===== src/rtl/mset_pkg.sv =====
// shared types, codes and reset constants for the multitouch slot event tracker
// no dependencies
package mset_pkg;

    localparam int SLOT_COUNT_DEF = 8;
    localparam int COORD_W        = 16;
    localparam int RADIUS_W       = 10;
    localparam int RADIUS_SQ_W    = 2 * RADIUS_W;
    localparam int SQ_W           = 2 * COORD_W;
    localparam int CFG_IDX_W      = 2;
    localparam int CFG_DATA_W     = 16;

    localparam logic [RADIUS_W-1:0]    MOVE_RADIUS_RST = 10'd10;
    localparam logic [RADIUS_SQ_W-1:0] RADIUS_SQ_RST   = RADIUS_SQ_W'(10 * 10);
    localparam logic [COORD_W-1:0]     SCREEN_W_RST    = 16'd720;
    localparam logic [COORD_W-1:0]     SCREEN_H_RST    = 16'd1280;

    typedef enum logic [1:0] {
        FUNC_SLOT  = 2'd0,
        FUNC_X     = 2'd1,
        FUNC_Y     = 2'd2,
        FUNC_TOUCH = 2'd3
    } t_func;

    typedef enum logic [1:0] {
        ACT_DOWN = 2'd0,
        ACT_MOVE = 2'd1,
        ACT_UP   = 2'd2
    } t_action;

    typedef enum logic [CFG_IDX_W-1:0] {
        CFG_CONNECTED   = 2'd0,
        CFG_MOVE_RADIUS = 2'd1,
        CFG_SCREEN_W    = 2'd2,
        CFG_SCREEN_H    = 2'd3
    } t_cfg_idx;

    typedef struct packed {
        logic [2:0]         touch_id;
        logic [COORD_W-1:0] pos_x;
        logic [COORD_W-1:0] pos_y;
        t_action            action;
        logic               pressure;
        logic [COORD_W-1:0] width_out;
        logic [COORD_W-1:0] height_out;
    } t_result;

endpackage


===== src/rtl/mset_in_reg.sv =====
// input register stage: holds one accepted event until the slot logic takes it
// depends on mset_pkg
module mset_in_reg (
    input  logic                          i_clk,
    input  logic                          i_rst_n,
    input  logic                          i_valid,
    input  logic [1:0]                    i_func,
    input  logic [mset_pkg::COORD_W-1:0]  i_value,
    output logic                          o_stall,
    input  logic                          i_go,
    output logic                          o_valid,
    output logic [1:0]                    o_func,
    output logic [mset_pkg::COORD_W-1:0]  o_value
);

    logic                         r_valid;
    logic [1:0]                   r_func;
    logic [mset_pkg::COORD_W-1:0] r_value;
    logic                         w_accept;

    assign o_stall  = r_valid && !i_go;
    assign w_accept = i_valid && !o_stall;

    always_ff @(posedge i_clk) begin
        if (!i_rst_n) begin
            r_valid <= 1'b0;
        end else if (w_accept) begin
            r_valid <= 1'b1;
        end else if (i_go) begin
            r_valid <= 1'b0;
        end
        if (w_accept) begin
            r_func  <= i_func;
            r_value <= i_value;
        end
    end

    assign o_valid = r_valid;
    assign o_func  = r_func;
    assign o_value = r_value;

endmodule


===== src/rtl/mset_slot_core.sv =====
// per-slot touch state, configuration registers and event decision
// depends on mset_pkg
module mset_slot_core #(
    parameter int SLOT_COUNT = mset_pkg::SLOT_COUNT_DEF
) (
    input  logic                             i_clk,
    input  logic                             i_rst_n,
    input  logic                             i_cfg_we,
    input  logic [mset_pkg::CFG_IDX_W-1:0]   i_cfg_index,
    input  logic [mset_pkg::CFG_DATA_W-1:0]  i_cfg_data,
    input  logic                             i_valid,
    input  logic [1:0]                       i_func,
    input  logic [mset_pkg::COORD_W-1:0]     i_value,
    input  logic                             i_out_free,
    output logic                             o_go,
    output logic                             o_emit,
    output mset_pkg::t_result                o_result
);

    localparam int SW = (SLOT_COUNT > 1) ? $clog2(SLOT_COUNT) : 1;
    localparam int CW = mset_pkg::COORD_W;
    localparam int QW = mset_pkg::SQ_W;

    logic                               r_connected;
    logic [mset_pkg::RADIUS_SQ_W-1:0]   r_radius_sq;
    logic [CW-1:0]                      r_screen_w;
    logic [CW-1:0]                      r_screen_h;

    logic [SW-1:0] r_sel;
    logic [CW-1:0] r_cur_x  [SLOT_COUNT];
    logic [CW-1:0] r_cur_y  [SLOT_COUNT];
    logic [CW-1:0] r_prev_x [SLOT_COUNT];
    logic [CW-1:0] r_prev_y [SLOT_COUNT];
    logic [QW-1:0] r_dx_sq  [SLOT_COUNT];
    logic [QW-1:0] r_dy_sq  [SLOT_COUNT];
    logic          r_pressed[SLOT_COUNT];

    mset_pkg::t_func               w_func;
    logic [CW-1:0]                 w_ref;
    logic [CW-1:0]                 w_diff;
    logic [QW-1:0]                 w_sq;
    logic [QW:0]                   w_dist;
    logic                          w_far;
    logic                          w_new_p;
    logic                          w_prev_p;
    logic [SW-1:0]                 n_sel;
    logic [mset_pkg::RADIUS_W-1:0] w_radius;

    assign w_func = mset_pkg::t_func'(i_func);

    // squared distance on one axis is kept up to date as coordinates arrive,
    // so the touch event only adds and compares
    always_comb begin
        w_ref  = (w_func == mset_pkg::FUNC_Y) ? r_prev_y[r_sel] : r_prev_x[r_sel];
        w_diff = (i_value >= w_ref) ? (i_value - w_ref) : (w_ref - i_value);
        w_sq   = {{CW{1'b0}}, w_diff} * {{CW{1'b0}}, w_diff};
    end

    assign w_dist   = {1'b0, r_dx_sq[r_sel]} + {1'b0, r_dy_sq[r_sel]};
    assign w_far    = w_dist >= (QW + 1)'(r_radius_sq);
    assign w_new_p  = |i_value;
    assign w_prev_p = r_pressed[r_sel];
    assign n_sel    = (i_value < CW'(SLOT_COUNT)) ? SW'(i_value) : '0;
    assign w_radius = i_cfg_data[mset_pkg::RADIUS_W-1:0];

    assign o_emit = (w_func == mset_pkg::FUNC_TOUCH) && r_connected &&
                    ((w_prev_p != w_new_p) || (w_prev_p && w_new_p && w_far));
    assign o_go   = i_valid && (!o_emit || i_out_free);

    always_comb begin
        o_result.touch_id   = 3'(r_sel);
        o_result.pos_x      = r_cur_x[r_sel];
        o_result.pos_y      = r_cur_y[r_sel];
        o_result.pressure   = w_new_p;
        o_result.width_out  = r_screen_w;
        o_result.height_out = r_screen_h;
        if (w_new_p && !w_prev_p) begin
            o_result.action = mset_pkg::ACT_DOWN;
        end else if (w_new_p) begin
            o_result.action = mset_pkg::ACT_MOVE;
        end else begin
            o_result.action = mset_pkg::ACT_UP;
        end
    end

    always_ff @(posedge i_clk) begin
        if (!i_rst_n) begin
            r_connected <= 1'b0;
            r_radius_sq <= mset_pkg::RADIUS_SQ_RST;
            r_screen_w  <= mset_pkg::SCREEN_W_RST;
            r_screen_h  <= mset_pkg::SCREEN_H_RST;
        end else if (i_cfg_we) begin
            case (mset_pkg::t_cfg_idx'(i_cfg_index))
                mset_pkg::CFG_CONNECTED:   r_connected <= i_cfg_data[0];
                mset_pkg::CFG_MOVE_RADIUS: r_radius_sq <=
                    mset_pkg::RADIUS_SQ_W'(w_radius) * mset_pkg::RADIUS_SQ_W'(w_radius);
                mset_pkg::CFG_SCREEN_W:    r_screen_w  <= i_cfg_data;
                mset_pkg::CFG_SCREEN_H:    r_screen_h  <= i_cfg_data;
                default: ;
            endcase
        end
    end

    always_ff @(posedge i_clk) begin
        if (!i_rst_n) begin
            r_sel <= '0;
            for (int i = 0; i < SLOT_COUNT; i++) begin
                r_cur_x[i]   <= '0;
                r_cur_y[i]   <= '0;
                r_prev_x[i]  <= '0;
                r_prev_y[i]  <= '0;
                r_dx_sq[i]   <= '0;
                r_dy_sq[i]   <= '0;
                r_pressed[i] <= 1'b0;
            end
        end else if (o_go) begin
            case (w_func)
                mset_pkg::FUNC_SLOT: begin
                    r_sel <= n_sel;
                end
                mset_pkg::FUNC_X: begin
                    r_cur_x[r_sel] <= i_value;
                    r_dx_sq[r_sel] <= w_sq;
                end
                mset_pkg::FUNC_Y: begin
                    r_cur_y[r_sel] <= i_value;
                    r_dy_sq[r_sel] <= w_sq;
                end
                mset_pkg::FUNC_TOUCH: begin
                    // current report becomes the previous one, distance back to zero
                    r_prev_x[r_sel]  <= r_cur_x[r_sel];
                    r_prev_y[r_sel]  <= r_cur_y[r_sel];
                    r_pressed[r_sel] <= w_new_p;
                    r_dx_sq[r_sel]   <= '0;
                    r_dy_sq[r_sel]   <= '0;
                end
                default: ;
            endcase
        end
    end

endmodule


===== src/rtl/mset_out_reg.sv =====
// output register stage: holds one result until the receiver takes it
// depends on mset_pkg
module mset_out_reg (
    input  logic               i_clk,
    input  logic               i_rst_n,
    input  logic               i_load,
    input  mset_pkg::t_result  i_result,
    input  logic               i_stall,
    output logic               o_free,
    output logic               o_valid,
    output mset_pkg::t_result  o_result
);

    logic              r_valid;
    mset_pkg::t_result r_result;

    assign o_free = !r_valid || !i_stall;

    always_ff @(posedge i_clk) begin
        if (!i_rst_n) begin
            r_valid <= 1'b0;
        end else if (i_load) begin
            r_valid <= 1'b1;
        end else if (!i_stall) begin
            r_valid <= 1'b0;
        end
        if (i_load) begin
            r_result <= i_result;
        end
    end

    assign o_valid  = r_valid;
    assign o_result = r_result;

endmodule


===== src/rtl/multitouch_slot_event_tracker.sv =====
// top level of the multitouch slot event tracker
// depends on mset_pkg, mset_in_reg, mset_slot_core, mset_out_reg
//
//  channel  | direction | handshake          | payload
//  ---------+-----------+--------------------+----------------------------------------
//  event in | input     | i_valid / o_stall  | i_func, i_value
//  result   | output    | o_valid / i_stall  | o_touch_id, o_pos_x, o_pos_y, o_action,
//           |           |                    | o_pressure, o_width_out, o_height_out
//  config   | input     | i_cfg_we           | i_cfg_index, i_cfg_data
//
// one transaction per cycle is taken in while o_stall is low; each waits in
// the input register; its result is loaded on the same edge as its slot update
// the per-axis squared distance is refreshed on coordinate events, so one
// 16x16 multiplier serves x and y and the touch path is one add and compare
// synchronous active-low reset clears the slot state and loads register defaults
// a held result blocks only transactions that would emit; the input register keeps
// taking new transactions while the result waits, until one that would emit is held
module multitouch_slot_event_tracker #(
    parameter int SLOT_COUNT = mset_pkg::SLOT_COUNT_DEF
) (
    input  logic                             i_clk,
    input  logic                             i_rst_n,
    // configuration write port
    input  logic                             i_cfg_we,
    input  logic [mset_pkg::CFG_IDX_W-1:0]   i_cfg_index,
    input  logic [mset_pkg::CFG_DATA_W-1:0]  i_cfg_data,
    // event channel
    input  logic                             i_valid,
    output logic                             o_stall,
    input  logic [1:0]                       i_func,
    input  logic [mset_pkg::COORD_W-1:0]     i_value,
    // result channel
    output logic                             o_valid,
    input  logic                             i_stall,
    output logic [2:0]                       o_touch_id,
    output logic [mset_pkg::COORD_W-1:0]     o_pos_x,
    output logic [mset_pkg::COORD_W-1:0]     o_pos_y,
    output logic [1:0]                       o_action,
    output logic                             o_pressure,
    output logic [mset_pkg::COORD_W-1:0]     o_width_out,
    output logic [mset_pkg::COORD_W-1:0]     o_height_out
);

    // input register outputs
    logic                         w_in_valid;
    logic [1:0]                   w_in_func;
    logic [mset_pkg::COORD_W-1:0] w_in_value;

    // handshake between slot logic and output register
    logic              w_go;
    logic              w_emit;
    logic              w_out_free;
    mset_pkg::t_result w_result;
    mset_pkg::t_result w_out_result;

    mset_in_reg u_in_reg (
        .i_clk   (i_clk),
        .i_rst_n (i_rst_n),
        .i_valid (i_valid),
        .i_func  (i_func),
        .i_value (i_value),
        .o_stall (o_stall),
        .i_go    (w_go),
        .o_valid (w_in_valid),
        .o_func  (w_in_func),
        .o_value (w_in_value)
    );

    // slot select, coordinate store, configuration registers, touch compare and event decision
    mset_slot_core #(
        .SLOT_COUNT (SLOT_COUNT)
    ) u_core (
        .i_clk       (i_clk),
        .i_rst_n     (i_rst_n),
        .i_cfg_we    (i_cfg_we),
        .i_cfg_index (i_cfg_index),
        .i_cfg_data  (i_cfg_data),
        .i_valid     (w_in_valid),
        .i_func      (w_in_func),
        .i_value     (w_in_value),
        .i_out_free  (w_out_free),
        .o_go        (w_go),
        .o_emit      (w_emit),
        .o_result    (w_result)
    );

    // only emitting transactions load the result register
    mset_out_reg u_out_reg (
        .i_clk    (i_clk),
        .i_rst_n  (i_rst_n),
        .i_load   (w_go && w_emit),
        .i_result (w_result),
        .i_stall  (i_stall),
        .o_free   (w_out_free),
        .o_valid  (o_valid),
        .o_result (w_out_result)
    );

    assign o_touch_id   = w_out_result.touch_id;
    assign o_pos_x      = w_out_result.pos_x;
    assign o_pos_y      = w_out_result.pos_y;
    assign o_action     = w_out_result.action;
    assign o_pressure   = w_out_result.pressure;
    assign o_width_out  = w_out_result.width_out;
    assign o_height_out = w_out_result.height_out;

endmodule


===== config.mk =====
export PLATFORM = sky130hd
export DESIGN_NAME = multitouch_slot_event_tracker
export DESIGN_NICKNAME = d
export VERILOG_FILES = /design/src/rtl/mset_pkg.sv /design/src/rtl/mset_in_reg.sv /design/src/rtl/mset_slot_core.sv /design/src/rtl/mset_out_reg.sv /design/src/rtl/multitouch_slot_event_tracker.sv
export SDC_FILE = /design/constraint.sdc
export NUM_CORES = 2
export LEC_CHECK = 0
export BUFFER_PORTS_ARGS = -buffer_cell sky130_fd_sc_hd__buf_4
export CAP_MARGIN = 20
export CORE_ASPECT_RATIO = 1.5
export CORE_MARGIN = 5
export CORE_UTILIZATION = 64
export CTS_CLUSTER_SIZE = 28
export DETAILED_ROUTE_END_ITERATION = 6
export GPL_ROUTABILITY_DRIVEN = 0
export PLACE_DENSITY_LB_ADDON = 0.25
export SKIP_LAST_GASP = 1
export SLEW_MARGIN = 25
export SYNTH_ARGS = -nofsm -noshare
export SYNTH_HDL_FRONTEND = slang
export SYNTH_SLANG_ARGS = --single-unit

===== constraint.sdc =====
create_clock -name i_clk -period 12.8 [get_ports i_clk]
set_input_delay 0.64 -clock i_clk [delete_from_list [all_inputs] [get_ports i_clk]]
set_output_delay 0.64 -clock i_clk [all_outputs]
set_load 0.05 [all_outputs]

==> load_flow_metrics.sql <==
INSERT INTO impl_metrics (metric_group, metric, value, unit) VALUES
('synth', 'syn-instance-count', '4796', ''),
('timing', 'slew_headroom', '0.252', ''),
('clock_tree', 'clock_insertion_delay_worst_skew', '0.73', 'ns'),
('clock_tree', 'clock_tree.buffer_depth', '3', ''),
('cells_and_area', 'multi_input_comb_area', '0.0248', 'sq mm'),
('floorplanning', 'core_area', '0.0957', 'sq mm'),
('route', 'detail_route.drc_violations', '0', ''),
('grt', 'first_global_vias', '40900', ''),
('route', 'drt-pass1-iter-count', '5', ''),
('route', 'viasPerCell', '6.49', ''),
('timing', 'fin_worst_skew', '0.0452', 'ns'),
('floorplanning', 'effective_utilization_at_floorplan', '0.644', ''),
('worst_setup_path', 'timing.critical_path.from_type', 'flip-flop', ''),
('route', 'routed_wire_length_per_instance', '26.9', 'um'),
('cells_and_area', 'layout.cells.most_common_list', 'edfxtp_1 (1096), nor2_1 (1068), inv_1 (399), mux4_2 (270), nand2_1 (238)', ''),
('cells_and_area', 'ff_latch_area', '0.0343', 'sq mm'),
('cells_and_area', 'layout-drive-gt1-share', '0.167', ''),
('worst_setup_path', 'crit_fanout', '47', ''),
('clock_tree', 'post_cts_resize_count', '0', ''),
('cells_and_area', 'num-fill-cells', '6313', ''),
('synth', 'synth_area_per_cell', '12.8', 'sq um'),
('floorplanning', 'placement_rows', '139', ''),
('worst_setup_path', 'critical_path.slowest_cell', 'xor2_1', ''),
('synth', 'yosys_most_used_dff', 'edfxtp_1', ''),
('clock_tree', 'tritoncts_num_sinks', '1164', ''),
('timing', 'timing.final.max_slew_violations', '0', ''),
('placement', 'hpwl', '106', 'mm'),
('worst_setup_path', 'critPathKind', 'flip-flop to flip-flop', ''),
('hold_path', 'holdCritPathClass', 'input port to flip-flop', ''),
('route', 'routed_wl', '166', 'mm'),
('timing', 'final_period_minus_worst_setup_slack', '11.96', 'ns'),
('clock_tree', 'h-tree-depth', '3', ''),
('synth', 'cells_taking_the_most_area_after_synthesis', 'edfxtp_1 (53%), mux4_2 (9.9%), fa_1 (6.8%)', ''),
('placement', 'port_buffers', '112', ''),
('timing', 'period_share', '0.934', ''),
('grt', 'wire_length_of_the_first_global_routing_pass', '251', 'mm'),
('route', 'detail_route.iter0.violations', '5135', ''),
('run', 'maxCapViolCount', '0', ''),
('floorplanning', 'ios', '113', ''),
('clock_tree', 'cts_post_setup_buffers_inserted', '0', ''),
('synth', 'ys_types', '76', ''),
('floorplanning', 'die-height', '390', 'um'),
('synth', 'netlist.top_cell.by_area', 'edfxtp_1', ''),
('worst_setup_path', 'end_kind', 'flip-flop', ''),
('grt', 'grt.overflow.total', '0', ''),
('cells_and_area', 'area_growth_syn_to_layout', '9.11', '%'),
('synth', 'postSynthRegisterBits', '1164', ''),
('timing', 'finalSetupViolCount', '0', ''),
('clock_tree', 'cts_tree', 'done', ''),
('timing', 'rsz_0062_raised_after_global_routing', 'no', ''),
('grt', 'gr-usage-all-layers', '0.324', ''),
('worst_setup_path', 'worstPathBufferInverterCount', '10', ''),
('clock_tree', 'numCtsBuffers', '101', ''),
('floorplanning', 'die_width', '263', 'um'),
('cells_and_area', 'most_common_library_cell_in_the_layout_ignoring_fill_and_taps', 'edfxtp_1', ''),
('route', 'vias', '40100', ''),
('worst_setup_path', 'crit_family', 'adder cells', ''),
('worst_setup_path', 'largest_incremental_delay_on_the_critical_path', '0.70', 'ns'),
('grt', 'largest_net_degree_at_the_start_of_global_routing', '99', ''),
('synth', 'synthDominantCellAreaShare', '0.534', ''),
('grt', 'grt_antenna_before_repair', '1', ''),
('worst_setup_path', 'timing.critical_path.required', '13.22', 'ns'),
('timing', 'timing_hold_violations_final', '0', ''),
('floorplanning', 'fp.dieArea', '0.103', 'sq mm'),
('clock_tree', 'ctsRootBufferMaster', 'clkbuf_16', ''),
('outcome', 'status', 'complete, no violations', ''),
('synth', 'netlist_area', '0.0616', 'sq mm'),
('timing', 'setup_tns', '0', 'ns'),
('synth', 'synth_enable_flop_cells', '1096', ''),
('timing', 'fmaxAchievable', '83.6', 'MHz'),
('clock_tree', 'cts_hold_buffers', '0', ''),
('cells_and_area', 'number_of_nets_in_the_final_layout', '5301', ''),
('worst_setup_path', 'r2r_slack', '0.84', 'ns'),
('synth', 'synth.yosys.warnings', '0', ''),
('worst_setup_path', 'worst_path_most_repeated_cell', 'inv_1', ''),
('route', 'antenna_violating_nets_post_route', '0', ''),
('synth', 'postSynthNetCount', '5278', ''),
('synth', 'yosysSeqAreaShare', '0.556', ''),
('clock_tree', 'clkSlewWorstSetupHoldPaths', '0.07', 'ns'),
('worst_setup_path', 'crit_arrival', '12.38', 'ns'),
('synth', 'fraction_of_registers_with_async_set_or_reset_after_synthesis', '0', ''),
('timing', 'tightestPinTransition', '1.12', 'ns');
[Yosys cell counts (all sizes together), types with 9 or more instances]
master and count:
a211oi 9, a21boi 34, a21o 55, a21oi 91
a31oi 12, and2 38, and3 42, buf 76
clkbuf 221, clkinv 18, dfxtp 68, edfxtp 1096
fa 210, ha 231, inv 399, mux2 67
mux2i 54, mux4 270, nand2 264, nand2b 35
nand3 44, nand4 15, nor2 1069, nor2b 20
nor3 52, o211ai 12, o21ai 54, o21bai 13
or2 33, or3 15, xnor2 48, xor2 38
[final timing paths]
| check | start | endpoint | cells past startpoint |
|---|---|---|---|
| min | i_value[13] | u_in_reg.o_value[13]$_DFFE_PP_ | 1 |
| max reg2reg | flip-flop | u_core.r_dx_sq[3][27]$_SDFFCE_PN0P_ | 41 |
| max | flip-flop | u_core.r_dx_sq[3][27]$_SDFFCE_PN0P_ | 41 |
| min reg2reg | u_core.r_screen_h[2]$_SDFFE_PN0P_ | u_out_reg.o_result[2]$_DFFE_PP_ | 0 |
[logic make-up (layout without fill, tap and decap cells)]
kind of cell	after synthesis	in the layout	synth area share
adders and majority gates	441	441	0.115
and+or+nand+nor	1649	1649	0.113
buffers and inverters	714	820	0.0450
other	0	1	0
DFF	1164	1164	0.556
muxes	391	391	0.120
xor gates and xnor gates	86	86	0.0122
AOI/OAI and AO/OA	351	351	0.0391
[worst reg2reg max path, delay by kind of cell (launching register included)]
kind	cells	cell delay (ns)
buffers and inverters	10	1.31
XOR/XNOR	2	0.95
AND/OR/NAND/NOR	7	1.33
multiplexers	3	1.32
AO/OA/AOI/OAI	11	2.37
flip-flops	1	0.64
adder cells (fa/ha/maj)	8	3.78
[metrics by stage]
step	util	cell area [sq um]	instances	setup WS (ns)	hold slack (ns)
finish	0.703	67200	6172	0.839	0.105
global route	0.703	67200	6171	0.160	0.0848
CTS	0.702	67200	6170	0.888	0.0684
detailed placement	0.668	63900	5984	0.934	0.414
global placement	0.667	63800	5984	1.17	0.412
floorplan	-	61600	4796	1.42	0.406
[registers in the layout, summed over array words and instances (netlist names), named ones only]
name	flops
u_core.r_dx_sq	248
u_core.r_dy_sq	248
u_core.r_cur_x	128
u_core.r_cur_y	128
u_core.r_prev_x	128
u_core.r_prev_y	128
u_out_reg.o_result	70
u_core.r_radius_sq	19
u_core.r_screen_h	16
u_core.r_screen_w	16
u_in_reg.o_value	16
u_core.r_pressed	8
u_core.r_sel	3
u_in_reg.o_func	2
u_core.r_connected	1
u_in_reg.o_valid	1
u_out_reg.o_valid	1
[layer usage]
layer | global-route usage | wire [um]
met1 | 0.413 | 56400
met2 | 0.555 | 83100
met3 | 0.0641 | 18600
met4 | 0.131 | 8120
met5 | 0 | 0
[layout make-up]
cell class              count  share of cell area
diodes                      1           0.0000372
clock buffers             124              0.0395
clock inverters            62             0.00916
inverters                 417              0.0233
multi-input cells        2918               0.370
flip-flops and latches   1164               0.510
well taps                1269              0.0236
repair buffers            217              0.0247
Power is not shown: default switching activity piles up to over one toggle a cycle in this logic, so the estimate is an artifact.
